`src/hw/rtl/dlr_pkg.sv`:
```
// Shared constants and types for the DDA line rasterizer.
// No dependencies; every file that uses it refers to it by scoped names.
package dlr_pkg;

  localparam int unsigned COLOR_BITS = 4;

  localparam logic MODE_START = 1'b0;
  localparam logic MODE_STEP  = 1'b1;

  // Back-end sequencer states, one-hot
  typedef enum logic [1:0] {
    BK_RUN = 2'b01,
    BK_DIV = 2'b10
  } bk_state_e;

endpackage

```
`src/hw/rtl/dlr_in_if.sv`:
```
// Input channel of the line rasterizer: valid/ready plus a command item.
// Depends on dlr_pkg for the colour width.
interface dlr_in_if #(
  parameter int unsigned COORD_BITS = 10
);
  logic                           valid;
  logic                           ready;
  logic                           mode;
  logic [COORD_BITS-1:0]          x_start;
  logic [COORD_BITS-1:0]          y_start;
  logic [COORD_BITS-1:0]          x_end;
  logic [COORD_BITS-1:0]          y_end;
  logic [dlr_pkg::COLOR_BITS-1:0] color;

  modport source (output valid, mode, x_start, y_start, x_end, y_end, color, input ready);
  modport sink   (input valid, mode, x_start, y_start, x_end, y_end, color, output ready);
endinterface

```
`src/hw/rtl/dlr_out_if.sv`:
```
// Output channel of the line rasterizer: valid/ready plus one pixel result.
// Depends on dlr_pkg for the colour width.
interface dlr_out_if #(
  parameter int unsigned COORD_BITS = 10
);
  logic                           valid;
  logic                           ready;
  logic                           valid_res;
  logic [COORD_BITS-1:0]          pixel_x;
  logic [COORD_BITS-1:0]          pixel_y;
  logic [dlr_pkg::COLOR_BITS-1:0] pixel_color;
  logic                           last;

  modport source (output valid, valid_res, pixel_x, pixel_y, pixel_color, last, input ready);
  modport sink   (input valid, valid_res, pixel_x, pixel_y, pixel_color, last, output ready);
endinterface

```
`src/hw/rtl/dda_line_rasterizer.sv`:
```
// Channel  Dir  Modport        Payload
// in_i     in   dlr_in_if.sink   mode, x_start, y_start, x_end, y_end, color
// out_o    out  dlr_out_if.source valid_res, pixel_x, pixel_y, pixel_color, last
//
// Step items stream through the back end at one per cycle while the output is not stalled.
// A start item emits its first pixel at once; unless its step count is zero, it then holds
// the back end while the bit-serial divider forms both increments.
// A two-entry queue lets the input keep transferring while the back end divides.
// Reset clears the line state; no line is active afterwards.
// A stalled output holds its pixel; the queue absorbs up to two more items.
module dda_line_rasterizer #(
  parameter int unsigned COORD_BITS = 10,
  parameter int unsigned FRAC_BITS  = 16
) (
  input  logic      clk_i,
  input  logic      rst_ni,
  dlr_in_if.sink    in_i,
  dlr_out_if.source out_o
);

  localparam int unsigned EntryW = 5 * COORD_BITS + 3 + dlr_pkg::COLOR_BITS;

  logic              fe_valid, fe_ready;
  logic [EntryW-1:0] fe_data;
  logic              be_valid, be_ready;
  logic [EntryW-1:0] be_data;

  dlr_front #(.COORD_BITS(COORD_BITS)) u_front (
    .in_i        (in_i),
    .ent_valid_o (fe_valid),
    .ent_o       (fe_data),
    .ent_ready_i (fe_ready)
  );

  dlr_queue #(.W(EntryW)) u_queue (
    .clk_i        (clk_i),
    .rst_ni       (rst_ni),
    .push_valid_i (fe_valid),
    .push_ready_o (fe_ready),
    .push_data_i  (fe_data),
    .pop_valid_o  (be_valid),
    .pop_ready_i  (be_ready),
    .pop_data_o   (be_data)
  );

  dlr_back #(.COORD_BITS(COORD_BITS), .FRAC_BITS(FRAC_BITS)) u_back (
    .clk_i       (clk_i),
    .rst_ni      (rst_ni),
    .ent_valid_i (be_valid),
    .ent_ready_o (be_ready),
    .ent_i       (be_data),
    .out_o       (out_o)
  );

endmodule

```
`src/hw/rtl/dlr_front.sv`:
```
// Front end: takes command transfers and classifies them into queue entries
// (start or step, endpoint deltas, step count). Depends on dlr_pkg, dlr_in_if.
module dlr_front #(
  parameter int unsigned COORD_BITS = 10,
  localparam int unsigned EntryW = 5 * COORD_BITS + 3 + dlr_pkg::COLOR_BITS
) (
  dlr_in_if.sink            in_i,
  output logic              ent_valid_o,
  output logic [EntryW-1:0] ent_o,
  input  logic              ent_ready_i
);

  typedef struct packed {
    logic                           is_start;
    logic [COORD_BITS-1:0]          x0;
    logic [COORD_BITS-1:0]          y0;
    logic [COORD_BITS-1:0]          adx;
    logic [COORD_BITS-1:0]          ady;
    logic [COORD_BITS-1:0]          steps;
    logic                           negx;
    logic                           negy;
    logic [dlr_pkg::COLOR_BITS-1:0] color;
  } entry_t;

  logic [COORD_BITS:0]   dx, dy;
  logic [COORD_BITS:0]   dx_abs, dy_abs;
  entry_t                ent;

  assign dx     = {1'b0, in_i.x_end} - {1'b0, in_i.x_start};
  assign dy     = {1'b0, in_i.y_end} - {1'b0, in_i.y_start};
  assign dx_abs = dx[COORD_BITS] ? ((COORD_BITS+1)'(0) - dx) : dx;
  assign dy_abs = dy[COORD_BITS] ? ((COORD_BITS+1)'(0) - dy) : dy;

  always_comb begin
    ent          = '0;
    ent.is_start = (in_i.mode == dlr_pkg::MODE_START);
    ent.x0       = in_i.x_start;
    ent.y0       = in_i.y_start;
    ent.adx      = dx_abs[COORD_BITS-1:0];
    ent.ady      = dy_abs[COORD_BITS-1:0];
    ent.negx     = dx[COORD_BITS];
    ent.negy     = dy[COORD_BITS];
    ent.color    = in_i.color;
    // Step count is the major-axis length
    ent.steps    = (dx_abs > dy_abs) ? dx_abs[COORD_BITS-1:0] : dy_abs[COORD_BITS-1:0];
  end

  assign ent_o       = ent;
  assign ent_valid_o = in_i.valid;
  assign in_i.ready  = ent_ready_i;

endmodule

```
`src/hw/rtl/dlr_queue.sv`:
```
// Two-entry queue decoupling the front end from the back end.
// No dependencies.
module dlr_queue #(
  parameter int unsigned W = 8
) (
  input  logic         clk_i,
  input  logic         rst_ni,
  input  logic         push_valid_i,
  output logic         push_ready_o,
  input  logic [W-1:0] push_data_i,
  output logic         pop_valid_o,
  input  logic         pop_ready_i,
  output logic [W-1:0] pop_data_o
);

  logic [W-1:0] mem_q [2];
  logic         wr_ptr_q, rd_ptr_q;
  logic [1:0]   count_q, count_d;
  logic         push, pop;

  assign push_ready_o = (count_q != 2'd2);
  assign pop_valid_o  = (count_q != 2'd0);
  assign pop_data_o   = mem_q[rd_ptr_q];
  assign push         = push_valid_i && push_ready_o;
  assign pop          = pop_ready_i && pop_valid_o;

  always_comb begin
    count_d = count_q;
    case ({push, pop})
      2'b10:   count_d = count_q + 2'd1;
      2'b01:   count_d = count_q - 2'd1;
      default: count_d = count_q;
    endcase
  end

  always_ff @(posedge clk_i or negedge rst_ni) begin
    if (!rst_ni) begin
      wr_ptr_q <= 1'b0;
      rd_ptr_q <= 1'b0;
      count_q  <= 2'd0;
    end else begin
      if (push) wr_ptr_q <= ~wr_ptr_q;
      if (pop)  rd_ptr_q <= ~rd_ptr_q;
      count_q <= count_d;
    end
  end

  always_ff @(posedge clk_i) begin
    if (push) mem_q[wr_ptr_q] <= push_data_i;
  end

endmodule

```
`src/hw/rtl/dlr_back.sv`:
```
// Back end: runs queued entries, holds the line state, divides the deltas by
// the step count bit-serially and drives the registered pixel output.
// Depends on dlr_pkg and dlr_out_if.
module dlr_back #(
  parameter int unsigned COORD_BITS = 10,
  parameter int unsigned FRAC_BITS  = 16,
  localparam int unsigned EntryW = 5 * COORD_BITS + 3 + dlr_pkg::COLOR_BITS
) (
  input  logic              clk_i,
  input  logic              rst_ni,
  input  logic              ent_valid_i,
  output logic              ent_ready_o,
  input  logic [EntryW-1:0] ent_i,
  dlr_out_if.source         out_o
);

  localparam int unsigned PosW = COORD_BITS + FRAC_BITS + 1;
  localparam int unsigned CntW = $clog2(FRAC_BITS + 2);
  localparam logic [CntW-1:0] LastCnt = CntW'(FRAC_BITS);

  typedef struct packed {
    logic                           is_start;
    logic [COORD_BITS-1:0]          x0;
    logic [COORD_BITS-1:0]          y0;
    logic [COORD_BITS-1:0]          adx;
    logic [COORD_BITS-1:0]          ady;
    logic [COORD_BITS-1:0]          steps;
    logic                           negx;
    logic                           negy;
    logic [dlr_pkg::COLOR_BITS-1:0] color;
  } entry_t;

  entry_t ent;
  assign ent = entry_t'(ent_i);

  dlr_pkg::bk_state_e state_q, state_d;

  // Line state; positions carry a +0.5 bias so the pixel is a plain slice
  logic [PosW-1:0]                 pos_x_q, pos_x_d, pos_y_q, pos_y_d;
  logic [PosW-1:0]                 step_x_q, step_x_d, step_y_q, step_y_d;
  logic [COORD_BITS-1:0]           steps_left_q, steps_left_d;
  logic [dlr_pkg::COLOR_BITS-1:0]  color_q, color_d;
  logic                            active_q, active_d;

  // Divider
  logic [CntW-1:0]       cnt_q, cnt_d;
  logic [COORD_BITS:0]   rx_q, rx_d, ry_q, ry_d;
  logic [COORD_BITS-1:0] rem_x, rem_y;
  logic [FRAC_BITS:0]    qx_q, qx_d, qy_q, qy_d;
  logic [COORD_BITS-1:0] div_q, div_d;
  logic                  negx_q, negx_d, negy_q, negy_d;
  logic                  bit_x, bit_y;

  // Output register
  logic                           ov_q, ov_d;
  logic                           res_q, res_d, last_q, last_d;
  logic [COORD_BITS-1:0]          px_q, px_d, py_q, py_d;
  logic [dlr_pkg::COLOR_BITS-1:0] pc_q, pc_d;

  logic out_free, take;
  logic [PosW-1:0] adv_x, adv_y, qx_ext, qy_ext;

  assign out_free    = !ov_q || out_o.ready;
  assign take        = ent_valid_i && (state_q == dlr_pkg::BK_RUN) && out_free;
  assign ent_ready_o = take;

  assign bit_x  = rx_q >= {1'b0, div_q};
  assign bit_y  = ry_q >= {1'b0, div_q};
  assign rem_x  = bit_x ? (rx_q[COORD_BITS-1:0] - div_q) : rx_q[COORD_BITS-1:0];
  assign rem_y  = bit_y ? (ry_q[COORD_BITS-1:0] - div_q) : ry_q[COORD_BITS-1:0];
  assign qx_d   = {qx_q[FRAC_BITS-1:0], bit_x};
  assign qy_d   = {qy_q[FRAC_BITS-1:0], bit_y};
  assign qx_ext = PosW'(qx_d);
  assign qy_ext = PosW'(qy_d);

  assign adv_x = pos_x_q + step_x_q;
  assign adv_y = pos_y_q + step_y_q;

  always_comb begin
    state_d      = state_q;
    pos_x_d      = pos_x_q;
    pos_y_d      = pos_y_q;
    step_x_d     = step_x_q;
    step_y_d     = step_y_q;
    steps_left_d = steps_left_q;
    color_d      = color_q;
    active_d     = active_q;
    cnt_d        = cnt_q;
    rx_d         = {rem_x, 1'b0};
    ry_d         = {rem_y, 1'b0};
    div_d        = div_q;
    negx_d       = negx_q;
    negy_d       = negy_q;
    ov_d         = ov_q && !out_o.ready;
    res_d        = res_q;
    last_d       = last_q;
    px_d         = px_q;
    py_d         = py_q;
    pc_d         = pc_q;

    case (state_q)
      dlr_pkg::BK_RUN: begin
        if (take) begin
          ov_d = 1'b1;
          if (ent.is_start) begin
            pos_x_d = {1'b0, ent.x0, 1'b1, (FRAC_BITS-1)'(0)};
            pos_y_d = {1'b0, ent.y0, 1'b1, (FRAC_BITS-1)'(0)};
            color_d = ent.color;
            res_d   = 1'b1;
            px_d    = ent.x0;
            py_d    = ent.y0;
            pc_d    = ent.color;
            steps_left_d = ent.steps;
            step_x_d     = '0;
            step_y_d     = '0;
            if (ent.steps == '0) begin
              active_d = 1'b0;
              last_d   = 1'b1;
            end else begin
              // Start pixel goes out now; increments follow from the divider
              active_d = 1'b1;
              last_d   = 1'b0;
              state_d  = dlr_pkg::BK_DIV;
              cnt_d    = '0;
              rx_d     = {1'b0, ent.adx};
              ry_d     = {1'b0, ent.ady};
              div_d    = ent.steps;
              negx_d   = ent.negx;
              negy_d   = ent.negy;
            end
          end else if (!active_q) begin
            res_d  = 1'b0;
            last_d = 1'b0;
            px_d   = '0;
            py_d   = '0;
            pc_d   = '0;
          end else begin
            pos_x_d      = adv_x;
            pos_y_d      = adv_y;
            steps_left_d = steps_left_q - COORD_BITS'(1);
            res_d        = 1'b1;
            px_d         = adv_x[FRAC_BITS +: COORD_BITS];
            py_d         = adv_y[FRAC_BITS +: COORD_BITS];
            pc_d         = color_q;
            last_d       = (steps_left_q == COORD_BITS'(1));
            active_d     = (steps_left_q != COORD_BITS'(1));
          end
        end
      end
      dlr_pkg::BK_DIV: begin
        cnt_d = cnt_q + CntW'(1);
        if (cnt_q == LastCnt) begin
          step_x_d = negx_q ? (PosW'(0) - qx_ext) : qx_ext;
          step_y_d = negy_q ? (PosW'(0) - qy_ext) : qy_ext;
          state_d  = dlr_pkg::BK_RUN;
        end
      end
      default: state_d = dlr_pkg::BK_RUN;
    endcase
  end

  always_ff @(posedge clk_i or negedge rst_ni) begin
    if (!rst_ni) begin
      state_q      <= dlr_pkg::BK_RUN;
      steps_left_q <= '0;
      active_q     <= 1'b0;
      cnt_q        <= '0;
      ov_q         <= 1'b0;
      pos_x_q      <= '0;
      pos_y_q      <= '0;
      step_x_q     <= '0;
      step_y_q     <= '0;
      color_q      <= '0;
    end else begin
      state_q      <= state_d;
      steps_left_q <= steps_left_d;
      active_q     <= active_d;
      cnt_q        <= cnt_d;
      ov_q         <= ov_d;
      pos_x_q      <= pos_x_d;
      pos_y_q      <= pos_y_d;
      step_x_q     <= step_x_d;
      step_y_q     <= step_y_d;
      color_q      <= color_d;
    end
  end

  always_ff @(posedge clk_i) begin
    rx_q   <= rx_d;
    ry_q   <= ry_d;
    qx_q   <= qx_d;
    qy_q   <= qy_d;
    div_q  <= div_d;
    negx_q <= negx_d;
    negy_q <= negy_d;
    res_q  <= res_d;
    last_q <= last_d;
    px_q   <= px_d;
    py_q   <= py_d;
    pc_q   <= pc_d;
  end

  assign out_o.valid       = ov_q;
  assign out_o.valid_res   = res_q;
  assign out_o.pixel_x     = px_q;
  assign out_o.pixel_y     = py_q;
  assign out_o.pixel_color = pc_q;
  assign out_o.last        = last_q;

  a_no_take_in_div: assert property (@(posedge clk_i) disable iff (!rst_ni)
    (state_q == dlr_pkg::BK_DIV) |-> !ent_ready_o)
    else $error("queue popped while divider busy");

  a_idle_no_steps: assert property (@(posedge clk_i) disable iff (!rst_ni)
    !active_q |-> (steps_left_q == '0))
    else $error("steps left without an active line");

  a_div_ends: assert property (@(posedge clk_i) disable iff (!rst_ni)
    (state_q == dlr_pkg::BK_DIV && cnt_q == LastCnt) |=> (state_q == dlr_pkg::BK_RUN))
    else $error("divider overran its iteration count");

  a_cnt_range: assert property (@(posedge clk_i) disable iff (!rst_ni)
    (state_q == dlr_pkg::BK_DIV) |-> (cnt_q <= LastCnt))
    else $error("divider count out of range");

endmodule
```
`src/flat_wrapper.sv`:
```
// flat-port wrapper written by rule: the top's interface ports become plain ports
module dda_line_rasterizer_flat 
#(
  parameter int unsigned COORD_BITS = 10,
  parameter int unsigned FRAC_BITS  = 16
)
  (clk_i, rst_ni, in_i_valid, in_i_mode, in_i_x_start, in_i_y_start, in_i_x_end, in_i_y_end, in_i_color, in_i_ready, out_o_valid, out_o_valid_res, out_o_pixel_x, out_o_pixel_y, out_o_pixel_color, out_o_last, out_o_ready);
  dlr_in_if #(.COORD_BITS(COORD_BITS)) in_i_i ();
  dlr_out_if #(.COORD_BITS(COORD_BITS)) out_o_i ();
  input  logic clk_i;
  input  logic rst_ni;
  input wire logic [$bits(in_i_i.valid)-1:0] in_i_valid;
  input wire logic [$bits(in_i_i.mode)-1:0] in_i_mode;
  input wire logic [$bits(in_i_i.x_start)-1:0] in_i_x_start;
  input wire logic [$bits(in_i_i.y_start)-1:0] in_i_y_start;
  input wire logic [$bits(in_i_i.x_end)-1:0] in_i_x_end;
  input wire logic [$bits(in_i_i.y_end)-1:0] in_i_y_end;
  input wire logic [$bits(in_i_i.color)-1:0] in_i_color;
  output wire logic [$bits(in_i_i.ready)-1:0] in_i_ready;
  output wire logic [$bits(out_o_i.valid)-1:0] out_o_valid;
  output wire logic [$bits(out_o_i.valid_res)-1:0] out_o_valid_res;
  output wire logic [$bits(out_o_i.pixel_x)-1:0] out_o_pixel_x;
  output wire logic [$bits(out_o_i.pixel_y)-1:0] out_o_pixel_y;
  output wire logic [$bits(out_o_i.pixel_color)-1:0] out_o_pixel_color;
  output wire logic [$bits(out_o_i.last)-1:0] out_o_last;
  input wire logic [$bits(out_o_i.ready)-1:0] out_o_ready;
  assign in_i_i.valid = in_i_valid;
  assign in_i_i.mode = in_i_mode;
  assign in_i_i.x_start = in_i_x_start;
  assign in_i_i.y_start = in_i_y_start;
  assign in_i_i.x_end = in_i_x_end;
  assign in_i_i.y_end = in_i_y_end;
  assign in_i_i.color = in_i_color;
  assign in_i_ready = in_i_i.ready;
  assign out_o_valid = out_o_i.valid;
  assign out_o_valid_res = out_o_i.valid_res;
  assign out_o_pixel_x = out_o_i.pixel_x;
  assign out_o_pixel_y = out_o_i.pixel_y;
  assign out_o_pixel_color = out_o_i.pixel_color;
  assign out_o_last = out_o_i.last;
  assign out_o_i.ready = out_o_ready;
  dda_line_rasterizer #(.COORD_BITS(COORD_BITS), .FRAC_BITS(FRAC_BITS)) u_core (.clk_i(clk_i), .rst_ni(rst_ni), .in_i(in_i_i), .out_o(out_o_i));
endmodule
```
`config.mk`:
```
export PLATFORM = sky130hd
export DESIGN_NAME = dda_line_rasterizer_flat
export DESIGN_NICKNAME = d
export VERILOG_FILES = /design/src/hw/rtl/dlr_pkg.sv /design/src/hw/rtl/dlr_in_if.sv /design/src/hw/rtl/dlr_out_if.sv /design/src/hw/rtl/dda_line_rasterizer.sv /design/src/hw/rtl/dlr_front.sv /design/src/hw/rtl/dlr_queue.sv /design/src/hw/rtl/dlr_back.sv /design/src/flat_wrapper.sv
export SDC_FILE = /design/constraint.sdc
export NUM_CORES = 1
export LEC_CHECK = 0
export ABC_AREA = 1
export BUFFER_PORTS_ARGS = -buffer_cell sky130_fd_sc_hd__buf_2
export CORE_MARGIN = 4
export CORE_UTILIZATION = 63
export DETAILED_ROUTE_END_ITERATION = 8
export GPL_TIMING_DRIVEN = 0
export PLACE_DENSITY = 0.84
export SLEW_MARGIN = 5
export SYNTH_ARGS = -nofsm -noshare
export SYNTH_HDL_FRONTEND = slang
export SYNTH_SLANG_ARGS = --single-unit
```
`constraint.sdc`:
```
create_clock -name clk_i -period 3.8 [get_ports clk_i]
set_input_delay 0.19 -clock clk_i [delete_from_list [all_inputs] [get_ports clk_i]]
set_output_delay 0.19 -clock clk_i [all_outputs]
set_load 0.01 [all_outputs]
```
Word-level counts from Yosys, hierarchy flattened
Memories as Yosys holds them, arrays and structs flattened.
Index checks and enable logic that the tools add are counted.
{"block": "classes", "addsub": 14, "mul": 0, "div": 0, "n_lt_le_gt_ge": 3, "eq_ne": 12, "shift": 0, "mux": 54, "bitwise": 7, "n_reduce_logical": 21}
{"op": "$mux W27", "count": 10}
{"op": "$mux W11", "count": 10}
{"op": "$pmux W27 S2", "count": 2}
{"op": "$mux W10", "count": 9}
{"op": "$add A27 B27 Y27", "count": 2}
{"op": "$sub A1 B17 Y18 const A", "count": 2}
{"op": "$ge A11 B10 Y1", "count": 2}
{"op": "$sub A1 B11 Y11 const A", "count": 2}
{"op": "$sub A10 B10 Y11", "count": 2}
{"op": "$sub A10 B10 Y10", "count": 2}
{"op": "$reduce_and A4 Y1", "count": 4}
{"op": "$mux W5", "count": 3}
{"op": "$gt A11 B11 Y1", "count": 1}
{"op": "$mux W1", "count": 11}
{"op": "$eq A10 B1 Y1 const B", "count": 1}
{"op": "$logic_not A10 Y1", "count": 1}
{"op": "$ne A10 B1 Y1 const B", "count": 1}
{"op": "$pmux W5 S2", "count": 1}
{"op": "$sub A10 B1 Y10 const B", "count": 1}
{"op": "$mux W2", "count": 4}
{"op": "$mux W4", "count": 2}
{"op": "$pmux W2 S2", "count": 2}
{"op": "$reduce_bool A2 Y1", "count": 4}
{"op": "$not A1 Y1", "count": 7}
{"op": "14 further kinds", "count": 25}
{"block": "word_totals", "ff_bits": 227, "latchBits": 0, "ramBits": 114, "rom_bits": 0, "in_bits": 49, "output_inout_bits": 28, "wordCells": 139, "mem_count": 1}
{"memory": "u_core.u_queue.mem_q", "words": 2, "word_bits": 57, "rd": 1, "rd_clocked_by_memory_dff": 0, "write_ports": 1, "line": "dlr_queue.sv:16", "text": "logic [W-1:0] mem_q [2];"}

Depth between registers and ports, before layout
Gate-level depths: netlist (run 1).
{"block": "logic_depth", "ltp_word": 6, "ltp_mapped": 25, "depth_no_buf": 24}

Modules after synthesis
A second synthesis (run 1) with hierarchy kept.
{"block": "hier_totals", "cells_unflattened": 2641, "hier_area_um2": 19877.8}
{"mod": "dlr_back", "n_inst": 1, "cells_per_inst": 1869, "area_per_inst_um2": 13173.9, "seq_area_each_um2": 5001.0}
{"mod": "dlr_queue", "n_inst": 1, "cells_per_inst": 328, "area_per_inst_um2": 4380.5, "seq_area_each_um2": 3523.4}
{"mod": "dlr_front", "n_inst": 1, "cells_per_inst": 444, "area_per_inst_um2": 2323.5, "seq_area_each_um2": 0.0}

Least setup slack after synthesis (run 1)
OpenSTA, ideal clock, no wires.
{"block": "synth_timing", "kind": "register to register", "startpoint": "register u_core.u_queue.count_q[0]", "endpoint": "memory u_core.u_queue.mem_q[1][0] (netlist bit), enable pin", "arrival_time_ns": 3.091, "path_slack_ns": 0.236, "stages_incl_launch_ff": 5, "path_buffers": 0, "synth_period_minus_slack_ns": 3.564, "path_cell_list": "dfrtp_1 > inv_1 > nand2_1 > nand2_1 > nor2_1"}
{"block": "synth_between", "elab_chain_cells": 4}
{"item": "start: declaration", "line": "dlr_queue.sv:18", "text": "logic [1:0] count_q, count_d;"}
{"item": "start signal: assignment", "line": "dlr_queue.sv:44", "text": "count_q <= count_d;"}
{"item": "$ne A2 B2 Y1", "line": "dlr_queue.sv:21", "text": "assign push_ready_o = (count_q != 2'd2);"}
{"item": "named net in_i_ready", "line": "flat_wrapper.sv:19", "text": "output wire logic [$bits(in_i_i.ready)-1:0] in_i_ready;"}
{"item": "$logic_and A1 B1 Y1", "line": "dlr_queue.sv:24", "text": "assign push = push_valid_i && push_ready_o;"}
{"item": "$mux W1", "line": "dlr_queue.sv:49", "text": "if (push) mem_q[wr_ptr_q] <= push_data_i;"}
{"item": "$mux W1 (implied by the code)", "line": "dlr_queue.sv:49"}
{"item": "end: declaration", "line": "dlr_queue.sv:16"}
The timed path passes the listed nets, and every way through them passes these cells.

Worst setup path after layout (run 1)
{"block": "layout_timing", "startpoint": "input port in_i_x_start[6]", "endpoint": "memory u_core.u_queue.mem_q[0][8] (netlist bit) (data pin)"}
{"block": "layout_between", "elab_cells_between_ends": 5, "cone_classes": "2 x add/sub; 1 x order compare; 2 x mux"}
{"item": "start: declaration", "line": "flat_wrapper.sv:14", "text": "input wire logic [$bits(in_i_i.x_start)-1:0] in_i_x_start;"}
{"item": "$sub A10 B10 Y11", "line": "dlr_front.sv:29", "text": "assign dx = {1'b0, in_i.x_end} - {1'b0, in_i.x_start};"}
{"item": "$mux W11", "line": "dlr_front.sv:31", "text": "assign dx_abs = dx[COORD_BITS] ? ((COORD_BITS+1)'(0) - dx) : dx;"}
{"item": "named net u_core.fe_data[30]", "line": "dda_line_rasterizer.sv:24", "text": "logic [EntryW-1:0] fe_data;"}
{"item": "$gt A11 B11 Y1", "line": "dlr_front.sv:45", "text": "ent.steps = (dx_abs > dy_abs) ? dx_abs[COORD_BITS-1:0] : dy_abs[COORD_BITS-1:0];"}
{"item": "$mux W10", "line": "dlr_front.sv:45"}
{"item": "named net u_core.fe_data[8]", "line": "dda_line_rasterizer.sv:24"}
The timed path passes the listed nets, and every way through them passes these cells.

==> impl_metrics.tcl, run 1 <==
set metrics [dict create \
    clockBufferDepth 3 \
    r2r_slack_ns 0.24 \
    synth_common_cells "655 x nand2_1, 256 x inv_1, 162 x nor2_1, 152 x edfxtp_1, 152 x nand3_1" \
    die_h_um 180 \
    syn_inst 2287 \
    hpwl_um 37800 \
    final_cells 2858 \
    cts_buffers 35 \
    area_delta_synth_final_pct 14.5 \
    drv_cap 0 \
    antenna_found_initial 0 \
    ys_ff_latch 321 \
    crit_path_end_kind "flop" \
    fmax_ghz 0.275 \
    cts_sinks 321 \
    drc 0 \
    worst_slew_pin_slew_ns 0.990 \
    root_buffer "clkbuf_16" \
    ir_drop_mv 0.458 \
    design_area_um2 21400 \
    timing.rr.start "u_core.u_back.div_q[8]" \
    io_buffers 76 \
    yosysTopAreaCell "edfxtp_1" \
    fin_crit_sh 0.958 \
    layout-drive-gt1-share 0.108 \
    crit_type "input pin to flop" \
    p_total_uw 16400 \
    htreeDepth 2 \
    status "finished clean" \
    worstSkewPairLatency_ns 0.53 \
    cp.arrival_ns 3.96 \
    start_util 0.645 \
    hold_class "input pin to async pin" \
    syn_nets 2452 \
    synth_top_area_frac 0.245 \
    yosys.area_share.simple 0.250 \
    synthMuxAreaShare 0.000537 \
    setup_viol 0 \
    grt_overflow 0 \
    yosysSeqAreaShare 0.457 \
    dr.pass1.iters 6 \
    num_vias 16902 \
    final-hold-violation-count 0 \
    slew_viol_final 0 \
    rr_worst_depth 20 \
    clk_pin_slew_ns 0.07 \
    regArea_um2 8520 \
    grt_pass1_vias 16526 \
    power_density_nw_per_um2 766 \
    syn_area_um2 18600 \
    start_kind "input pin" \
    drt-vias-per-instance 5.91 \
    nNetsFinal 2612 \
    grt_max_degree 61 \
    grt_pass1_wl_um 81800 \
    post_drt_wl_per_cell_um 18.2 \
    synth_cell_types 61 \
    first_iter_violations 1646 \
    crit_required_ns 4.12 \
    n_fill_cell 2078 \
    gp_congestion 1.01 \
    avgSynthCellArea_um2 8.15 \
    crit_fanout 5 \
    io_pins 77 \
    core_area_um2 28900 \
    ys_top_cells_by_area "edfxtp_1 24%, dfrtp_1 15%, nand2_1 13%" \
    dieArea_um2 32400 \
    yosysMostFrequentCell "nand2_1" \
    drt_wl_total_um 52000 \
    cts_tree "built" \
    synthArstFlopShare 0.358 \
    p_leak_uw 0.0101 \
    synthAdderAreaFrac 0.0802 \
    multiInputGateArea_um2 8950 \
    synth_compound_area_frac 0.120 \
    maxSlewHeadroom 0.339 \
    ys.flop_type "edfxtp_1" \
    place_area_um2 19600 \
    std_cell_rows 62 \
    grt_use_total 0.308 \
    die_w_um 180 \
    ant_nets 0 \
    finClkSkew_ns 0.0268 \
    synth_edf_count 152 \
    period_needed_ns 3.64 \
    diodes 0 \
    yosys_warnings 0 \
    dp.cells 2750 \
    reg2reg_to "u_core.u_back.step_x_q[16]" \
    synth_xor_area_frac 0.0220 \
    synth_top_family_by_area "simple AND/OR/NAND/NOR gates" \
]
==> logic make-up after synthesis <==
kind of cell / Yosys count
xor gates and xnor gates: 46
DFF: 321
AOI/OAI and AO/OA: 393
muxes: 1
buffers and inverters: 316
and+or+nand+nor: 1094
adders and majority gates: 116
==> critical path, cell delays in order <==
cell	delay, ns
dlygate4sd3_1	0.53
buf_2	0.14
inv_1	0.06
ha_1	0.35
nand2_1	0.13
inv_1	0.06
a21oi_2	0.16
nand2_1	0.08
nand2_2	0.07
nand2_2	0.06
a21oi_4	0.23
buf_4	0.15
nand2_1	0.09
xor2_2	0.37
ha_4	0.21
nand2_1	0.06
nor4_2	0.26
nand4_1	0.16
nand2_2	0.16
clkinvlp_4	0.14
o21ai_1	0.29
==> state kept, by name, indices dropped and copies added, names as in the netlist, 4 cells and up <==
name and cells:
u_core.u_back.steps_left_q 10, u_core.u_back.step_y_q 18, u_core.u_queue.mem_q 114, u_core.u_back.qy_q 16
u_core.u_back.div_q 10, u_core.u_back.cnt_q 5, u_core.u_back.qx_q 16, u_core.u_back.out_o.pixel_x 10
u_core.u_back.pos_y_q 26, u_core.u_back.out_o.pixel_color 4, u_core.u_back.step_x_q 18, u_core.u_back.pos_x_q 26
u_core.u_back.out_o.pixel_y 10, u_core.u_back.color_q 4, u_core.u_back.ry_q 11, u_core.u_back.rx_q 11
==> power by group <==
part	switching, uW	internal, uW
clock network	1420	2200
registers	574	4990
logic	4840	2330
==> repair_timing <==
item                                   CTS  global route
hold buffers                            28             0
setup endpoints to repair                0            21
gates resized for setup                  0            34
endpoints found under the hold margin  107             0
setup buffers                            0            15
==> layout make-up <==
| cell class | instances | share of cell area |
|---|---|---|
| repair buffers | 122 | 0.0397 |
| multi-input cells | 1650 | 0.419 |
| flip-flops and latches | 321 | 0.399 |
| plain buffers | 51 | 0.0142 |
| repair inverters | 1 | 0.000352 |
| clock buffers | 49 | 0.0488 |
| clock inverters | 15 | 0.00908 |
| well taps | 384 | 0.0225 |
| inverters | 265 | 0.0472 |
==> worst max path at each step <==
stage	startpoint	end	slack [ns]	cells past startpoint
6_report	in_i_x_start[6]	u_core.u_queue.mem_q[0][8]	0.16	21
5_1_grt	in_i_x_start[2]	u_core.u_queue.mem_q[0][8]	-0.10	24
4_1_cts	in_i_y_start[3]	u_core.u_queue.mem_q[0][8]	0.003	24
3_5_place_dp	in_i_y_end[0]	u_core.u_queue.mem_q[0][8]	-0.23	23
3_3_place_gp	u_core.u_queue.count_q[0]	u_core.u_queue.mem_q[1][3]	-0.85	4
2_1_floorplan	u_core.u_queue.count_q[0]	u_core.u_queue.mem_q[1][0]	0.24	4
==> layer usage <==
| layer | GRT usage | wire, um | part of all wire | up-vias |
|---|---|---|---|---|
| met2 | 0.535 | 25300 | 0.49 | 848 |
| met5 | 0 | 0 | 0 | - |
| met4 | 0.166 | 3040 | 0.058 | 0 |
| met1 | 0.377 | 19900 | 0.38 | 7843 |
| li1 | - | - | - | 7999 |
| met3 | 0.0369 | 3670 | 0.071 | 212 |
==> placed cells by master (no fill, tap or decap), drive strengths merged, types with 2 or more instances in the layout <==
cell	count
nand2	671
clkinvlp	3
dlygate4sd3	28
or2	14
o21bai	13
a21boi	4
and2	4
nand3b	8
xor2	27
o22ai	3
a221o	7
a21oi	132
clkbuf	64
fa	6
o31ai	8
nand4	47
xnor2	19
dfrtp	114
a31oi	18
nor3b	3
nand3	155
dfxtp	54
nor3	20
clkinv	8
nor4	6
a32o	5
o211ai	6
a2bb2oi	2
edfxtp	152
ha	110
bufinv	4
buf	130
inv	266
o21ai	179
a22o	4
nor2	166
a21o	9
==> stage by stage <==
stage	util	setup TNS [ns]	worst slack [ns]	hold WS, ns
floorplan	-	0	0.236	-0.106
global placement	0.674	-94.22	-0.851	0.335
detailed placement	0.677	-1.92	-0.228	0.186
CTS	0.730	0	0.00342	0.227
global route	0.738	-1.18	-0.102	0.266
finish	0.738	0	0.160	0.207
Note: power is estimated with default switching activity, not from simulation.
==> run 2: changes to the inputs <==
--- a/config.mk
+++ b/config.mk
@@ -11,7 +11,7 @@
 export CORE_UTILIZATION = 63
 export DETAILED_ROUTE_END_ITERATION = 8
 export GPL_TIMING_DRIVEN = 0
-export PLACE_DENSITY = 0.84
+export PLACE_DENSITY = 0.81
 export SLEW_MARGIN = 5
 export SYNTH_ARGS = -nofsm -noshare
 export SYNTH_HDL_FRONTEND = slang
==> constraint.sdc (replaced) <==
create_clock -name clk_i -period 3.35 [get_ports clk_i]
set_input_delay 0.1675 -clock clk_i [delete_from_list [all_inputs] [get_ports clk_i]]
set_output_delay 0.1675 -clock clk_i [all_outputs]
set_load 0.01 [all_outputs]
==> impl_metrics.tcl, run 2 (synthesis results as in run 1) <==
set metrics [dict create \
    crit_fanout 7 \
    gr-max-usage-layer "met2" \
    setup_viol 0 \
    io_buffers 76 \
    dieArea_um2 32400 \
    finClkSkew_ns 0.0214 \
    crit_family "simple AND/OR/NAND/NOR gates" \
    drt-vias-per-instance 5.79 \
    drv_cap 0 \
    holdWs_ns 0.140 \
    n_fill_cell 2200 \
    rr_worst_depth 19 \
    reg2reg_to "u_core.u_back.step_y_q[16]" \
    num_vias 16547 \
    grt_overflow 0 \
    period_needed_ns 3.20 \
    final-hold-violation-count 0 \
    clk_pin_slew_ns 0.06 \
    place_area_um2 19600 \
    pre_cts_slack_ns -0.654 \
    cts_tree "built" \
    largest_reg_flops 114 \
    cp_common_cell "nand2_1" \
    layout-drive-gt1-share 0.110 \
    die_w_um 180 \
    crit_required_ns 3.59 \
    setup_tns_ns 0 \
    hpwl_um 38300 \
    maxSlewHeadroom 0.238 \
    met2_usage 0.548 \
    antenna_found_initial 0 \
    ant_nets 0 \
    path_buf_inv 5 \
    grt_pass1_wl_um 82000 \
    slew_viol_final 0 \
    start_util 0.645 \
    timing.rr.start "u_core.u_back.div_q[8]" \
    gp_congestion 0.975 \
    drc 0 \
    clockBufferDepth 3 \
    final_common_cell "nand2_1" \
    start_kind "input pin" \
    io_pins 77 \
    hold_class "input pin to async pin" \
    grt_max_degree 77 \
    fmax_ghz 0.313 \
    worstSkewPairLatency_ns 0.52 \
    worst_slew_pin_slew_ns 1.14 \
    status "finished clean" \
    crit_path_end_kind "flop" \
    dr.pass1.iters 5 \
    first_iter_violations 1490 \
    final_cell_mix "642 x nand2_1, 253 x inv_1, 156 x nor2_1" \
    grt_pass1_vias 16266 \
    cp_slowest_cell "fa_2" \
    cts_sinks 321 \
    area_delta_synth_final_pct 14.6 \
    use_met1 0.384 \
    die_h_um 180 \
    std_cell_rows 62 \
    nNetsFinal 2611 \
    p_leak_uw 0.0101 \
    postLayoutSetupSlackWorst_ns 0.155 \
    worstPathCellList "buf_2 > inv_1 > ha_1 > inv_2 > fa_2 > nand3_1 > nand2_1 > nand2_2 > nand2_1 > nand2_1 > nand2_2 > a21oi_4 > nand2_2 > xor2_4 > inv_1 > ha_1 > nand2_1 > nor4_2 > nand4_1 > nand2_2 > clkinvlp_4 > nand2_1 > nand2_1" \
    cts_buffers 36 \
    cp.arrival_ns 3.44 \
    power_density_nw_per_um2 866 \
    design_area_um2 21400 \
    root_buffer "clkbuf_16" \
    met3_usage 0.0337 \
    grt_use_total 0.310 \
    diodes 0 \
    htreeDepth 2 \
    final_cells 2858 \
    fin_crit_sh 0.954 \
    slowest_delay_ns 0.41 \
    top_register "u_core.u_queue.mem_q" \
    crit_type "input pin to flop" \
    reg_top3 "u_core.u_queue.mem_q: 114 flops, u_core.u_back.pos_x_q: 26 flops, u_core.u_back.pos_y_q: 26 flops" \
    dp.cells 2750 \
    r2r_slack_ns 0.26 \
    core_area_um2 28900 \
    post_drt_wl_per_cell_um 18.1 \
    ir_drop_mv 0.560 \
    drt_wl_total_um 51700 \
]
run 2: changes by cell type in the layout (fill, tap and decap cells not counted), moves of 3 or more:
cell      delta
inv_1        -3
clkbuf_8     -3
a21oi_1      +3
a21oi_2      -4
run 2: worst register-to-register path: cells and delay by family, from the launching register on:
family,cells,cell delay (ns)
AO/OA/AOI/OAI,5,0.88
adder cells (fa/ha/maj),2,0.48
buffers and inverters,3,0.30
flip-flops,1,0.36
AND/OR/NAND/NOR,9,1.00
run 2: timing repair:
item | CTS | global route
resized for setup | 6 | 48
pin swaps | 0 | 13
hold endpoints to repair | 91 | 0
hold buffers | 28 | 0
cloned | 0 | 2
setup endpoints to repair | 14 | 28
buffers inserted | 0 | 13
run 2: stage by stage:
step,total power [uW],util
2_1_floorplan,11700,-
5_1_grt,19700,0.739
3_5_place_dp,14100,0.677
4_1_cts,18200,0.729
3_3_place_gp,13800,0.674
6_report,18500,0.739
run 2: layout make-up:
class	count	area, um2	area share
sequential	321	8520	0.399
clock buffer	46	1000	0.0468
inverter	265	1030	0.0480
timing repair buffer	121	837	0.0392
multi-input combinational	1650	9010	0.421
clock inverter	20	198	0.00925
tap	384	480	0.0225
buffer	50	295	0.0138
timing repair inverter	1	7.51	0.000351
run 2: where the power goes:
| group | total, uW | leakage [uW] | switching, uW | internal (uW) |
|---|---|---|---|---|
| clock network | 3980 | 0.000586 | 1620 | 2360 |
| logic | 8210 | 0.00612 | 5560 | 2650 |
| registers | 6320 | 0.00339 | 655 | 5670 |
| total | 18500 | 0.0101 | 7830 | 10700 |
run 2: per-layer routing:
metal  vias up  wire, um
li1       7988         -
met1      7719     20100
met2       677     25700
met3       163      3350
met4         0      2570
met5         -         0
run 2: worst max path at each step:
stage | start | endpoint | cells after the start
finish | in_i_y_end[0] | u_core.u_queue.mem_q[1][9] | 23
global route | in_i_y_end[0] | u_core.u_queue.mem_q[0][9] | 22
CTS | u_core.u_back.div_q[2] | u_core.u_back.step_x_q[16] | 21
detailed placement | in_i_y_end[0] | u_core.u_queue.mem_q[0][8] | 23
global placement | in_i_y_end[0] | u_core.u_queue.mem_q[0][8] | 24
floorplan | in_i_y_end[0] | u_core.u_queue.mem_q[0][7] | 23
==> run 3: changes to the inputs <==
--- a/config.mk
+++ b/config.mk
@@ -11,7 +11,7 @@
 export CORE_UTILIZATION = 63
 export DETAILED_ROUTE_END_ITERATION = 8
 export GPL_TIMING_DRIVEN = 0
-export PLACE_DENSITY = 0.81
+export PLACE_DENSITY_LB_ADDON = 0.08
 export SLEW_MARGIN = 5
 export SYNTH_ARGS = -nofsm -noshare
 export SYNTH_HDL_FRONTEND = slang
==> impl_metrics.tcl, run 3 (synthesis results as in run 1) <==
set metrics [dict create \
    status "finished clean" \
    cp_common_cell "nand2_1" \
    reg_top3 "u_core.u_queue.mem_q: 114 flops, u_core.u_back.pos_x_q: 26 flops, u_core.u_back.pos_y_q: 26 flops" \
    drt-vias-per-instance 5.83 \
    die_w_um 180 \
    regArea_um2 8520 \
    crit_fanout 10 \
    final-hold-violation-count 0 \
    fin_crit_sh 0.942 \
    grt_use_total 0.311 \
    drc 0 \
    die_h_um 180 \
    area_delta_synth_final_pct 14.3 \
    dr.pass1.iters 6 \
    start_kind "flop" \
    period_needed_ns 3.16 \
    power_density_nw_per_um2 864 \
    diodes 0 \
    nNetsFinal 2609 \
    cts_sinks 321 \
    grt_max_degree 73 \
    crit_type "flop to flop" \
    holdWs_ns 0.135 \
    timing.rr.start "u_core.u_back.div_q[4]" \
    clk_pin_slew_ns 0.07 \
    hpwl_um 38400 \
    cp.arrival_ns 3.60 \
    crit_family "simple AND/OR/NAND/NOR gates" \
    hold_class "input pin to async pin" \
    clockBufferDepth 3 \
    grt_pass1_wl_um 82000 \
    first_iter_violations 1487 \
    pre_cts_slack_ns -0.739 \
    ant_nets 0 \
    drv_cap 0 \
    path_depth 20 \
    dieArea_um2 32400 \
    grt_pass1_vias 15874 \
    start_util 0.645 \
    crit_required_ns 3.80 \
    crit_path_end_kind "flop" \
    root_buffer "clkbuf_16" \
    gp_congestion 0.949 \
    final_cell_mix "644 x nand2_1, 253 x inv_1, 153 x nor2_1" \
    n_fill_cell 2171 \
    cts_buffers 36 \
    num_vias 16643 \
    path_buf_inv 4 \
    multiInputGateArea_um2 9020 \
    htreeDepth 2 \
    reg2reg_to "u_core.u_back.step_y_q[16]" \
    grt_overflow 0 \
    slowest_delay_ns 0.37 \
    largest_reg_flops 114 \
    finClkSkew_ns 0.0214 \
    drt_wl_total_um 52000 \
    layout-drive-gt1-share 0.110 \
    slew_viol_final 0 \
    io_pins 77 \
    maxSlewHeadroom 0.345 \
    final_common_cell "nand2_1" \
    io_buffers 76 \
    p_leak_uw 0.0101 \
    core_area_um2 28900 \
    cp_slowest_cell "edfxtp_1" \
    rr_worst_depth 20 \
    top_register "u_core.u_queue.mem_q" \
    postLayoutSetupSlackWorst_ns 0.193 \
    fmax_ghz 0.317 \
    post_drt_wl_per_cell_um 18.2 \
    std_cell_rows 62 \
    cts_tree "built" \
    setup_viol 0 \
    startpoint "u_core.u_back.div_q[4]" \
    worstPathCellList "inv_1 > ha_1 > a21o_1 > nand2_1 > nand3_2 > nand2_4 > nand2_4 > inv_6 > buf_6 > ha_1 > inv_1 > nor2_2 > nand3_2 > nor2_2 > nand2_1 > nand2_1 > o21ai_1 > o21ai_1 > nand2_1 > o21ai_1" \
    worst_slew_pin_slew_ns 0.982 \
    r2r_slack_ns 0.19 \
    endpoint "u_core.u_back.step_y_q[16]" \
    antenna_found_initial 0 \
    worstSkewPairLatency_ns 0.53 \
    ir_drop_mv 0.585 \
]
-- run 3: per-stage QoR --
stage | instances | setup TNS [ns] | cell area [um2] | utilization | power (uW)
2_1_floorplan | 2287 | 0 | 18700 | - | 11700
3_3_place_gp | 2747 | -12.66 | 19500 | 0.674 | 13800
3_5_place_dp | 2750 | -12.25 | 19600 | 0.677 | 14100
4_1_cts | 2845 | 0 | 21100 | 0.728 | 18000
5_1_grt | 2856 | -0.0258 | 21300 | 0.736 | 19600
6_report | 2856 | 0 | 21300 | 0.736 | 18400
-- run 3: cell type report --
cell class,instances,share of cell area
well taps,384,0.0225
plain buffers,51,0.0144
flip-flops and latches,321,0.400
clock inverters,18,0.00652
repair buffers,118,0.0383
inverters,265,0.0478
clock buffers,48,0.0468
repair inverters,1,0.000352
multi-input cells,1650,0.423
-- run 3: power by group --
group          total, uW  switching, uW  internal, uW
Clock               3810           1670          2130
Sequential          6330            665          5670
Combinational       8270           5580          2690
Total              18400           7920         10500
-- run 3: how the worst min path moves through the flow --
stage	end	cells past startpoint	slack (ns)	startpoint
6_report	u_core.u_back.pos_y_q[10]	2	0.14	rst_ni
3_5_place_dp	u_core.u_back.pos_y_q[10]	1	0.12	rst_ni
3_3_place_gp	u_core.u_back.qy_q[6]	0	0.33	u_core.u_back.qy_q[5]
2_1_floorplan	u_core.u_back.active_q	0	-0.13	rst_ni
5_1_grt	u_core.u_back.pos_y_q[10]	2	0.18	rst_ni
4_1_cts	u_core.u_back.pos_y_q[10]	2	0.15	rst_ni
-- run 3: worst reg2reg max path, cell delays in order (launching register included) --
cell	delay, ns
edfxtp_1	0.37
inv_1	0.13
ha_1	0.32
a21o_1	0.22
nand2_1	0.07
nand3_2	0.13
nand2_4	0.11
nand2_4	0.11
inv_6	0.13
buf_6	0.18
ha_1	0.18
inv_1	0.06
nor2_2	0.15
nand3_2	0.12
nor2_2	0.16
nand2_1	0.07
nand2_1	0.09
o21ai_1	0.13
o21ai_1	0.15
nand2_1	0.06
o21ai_1	0.15
-- run 3: metal layers --
metal,up-vias,global-route usage,part of all wire
met5,-,0,0
met3,118,0.0339,0.058
met4,0,0.129,0.041
li1,7980,-,-
met2,604,0.553,0.50
met1,7941,0.388,0.40
-- run 3: repair_timing --
item / in CTS / in global routing
endpoints found under the setup margin: 19 / 26
gates cloned: 0 / 1
pin swaps: 0 / 12
buffers inserted: 1 / 10
hold buffers: 28 / 0
hold endpoints to repair: 95 / 0
gates resized for setup: 7 / 49
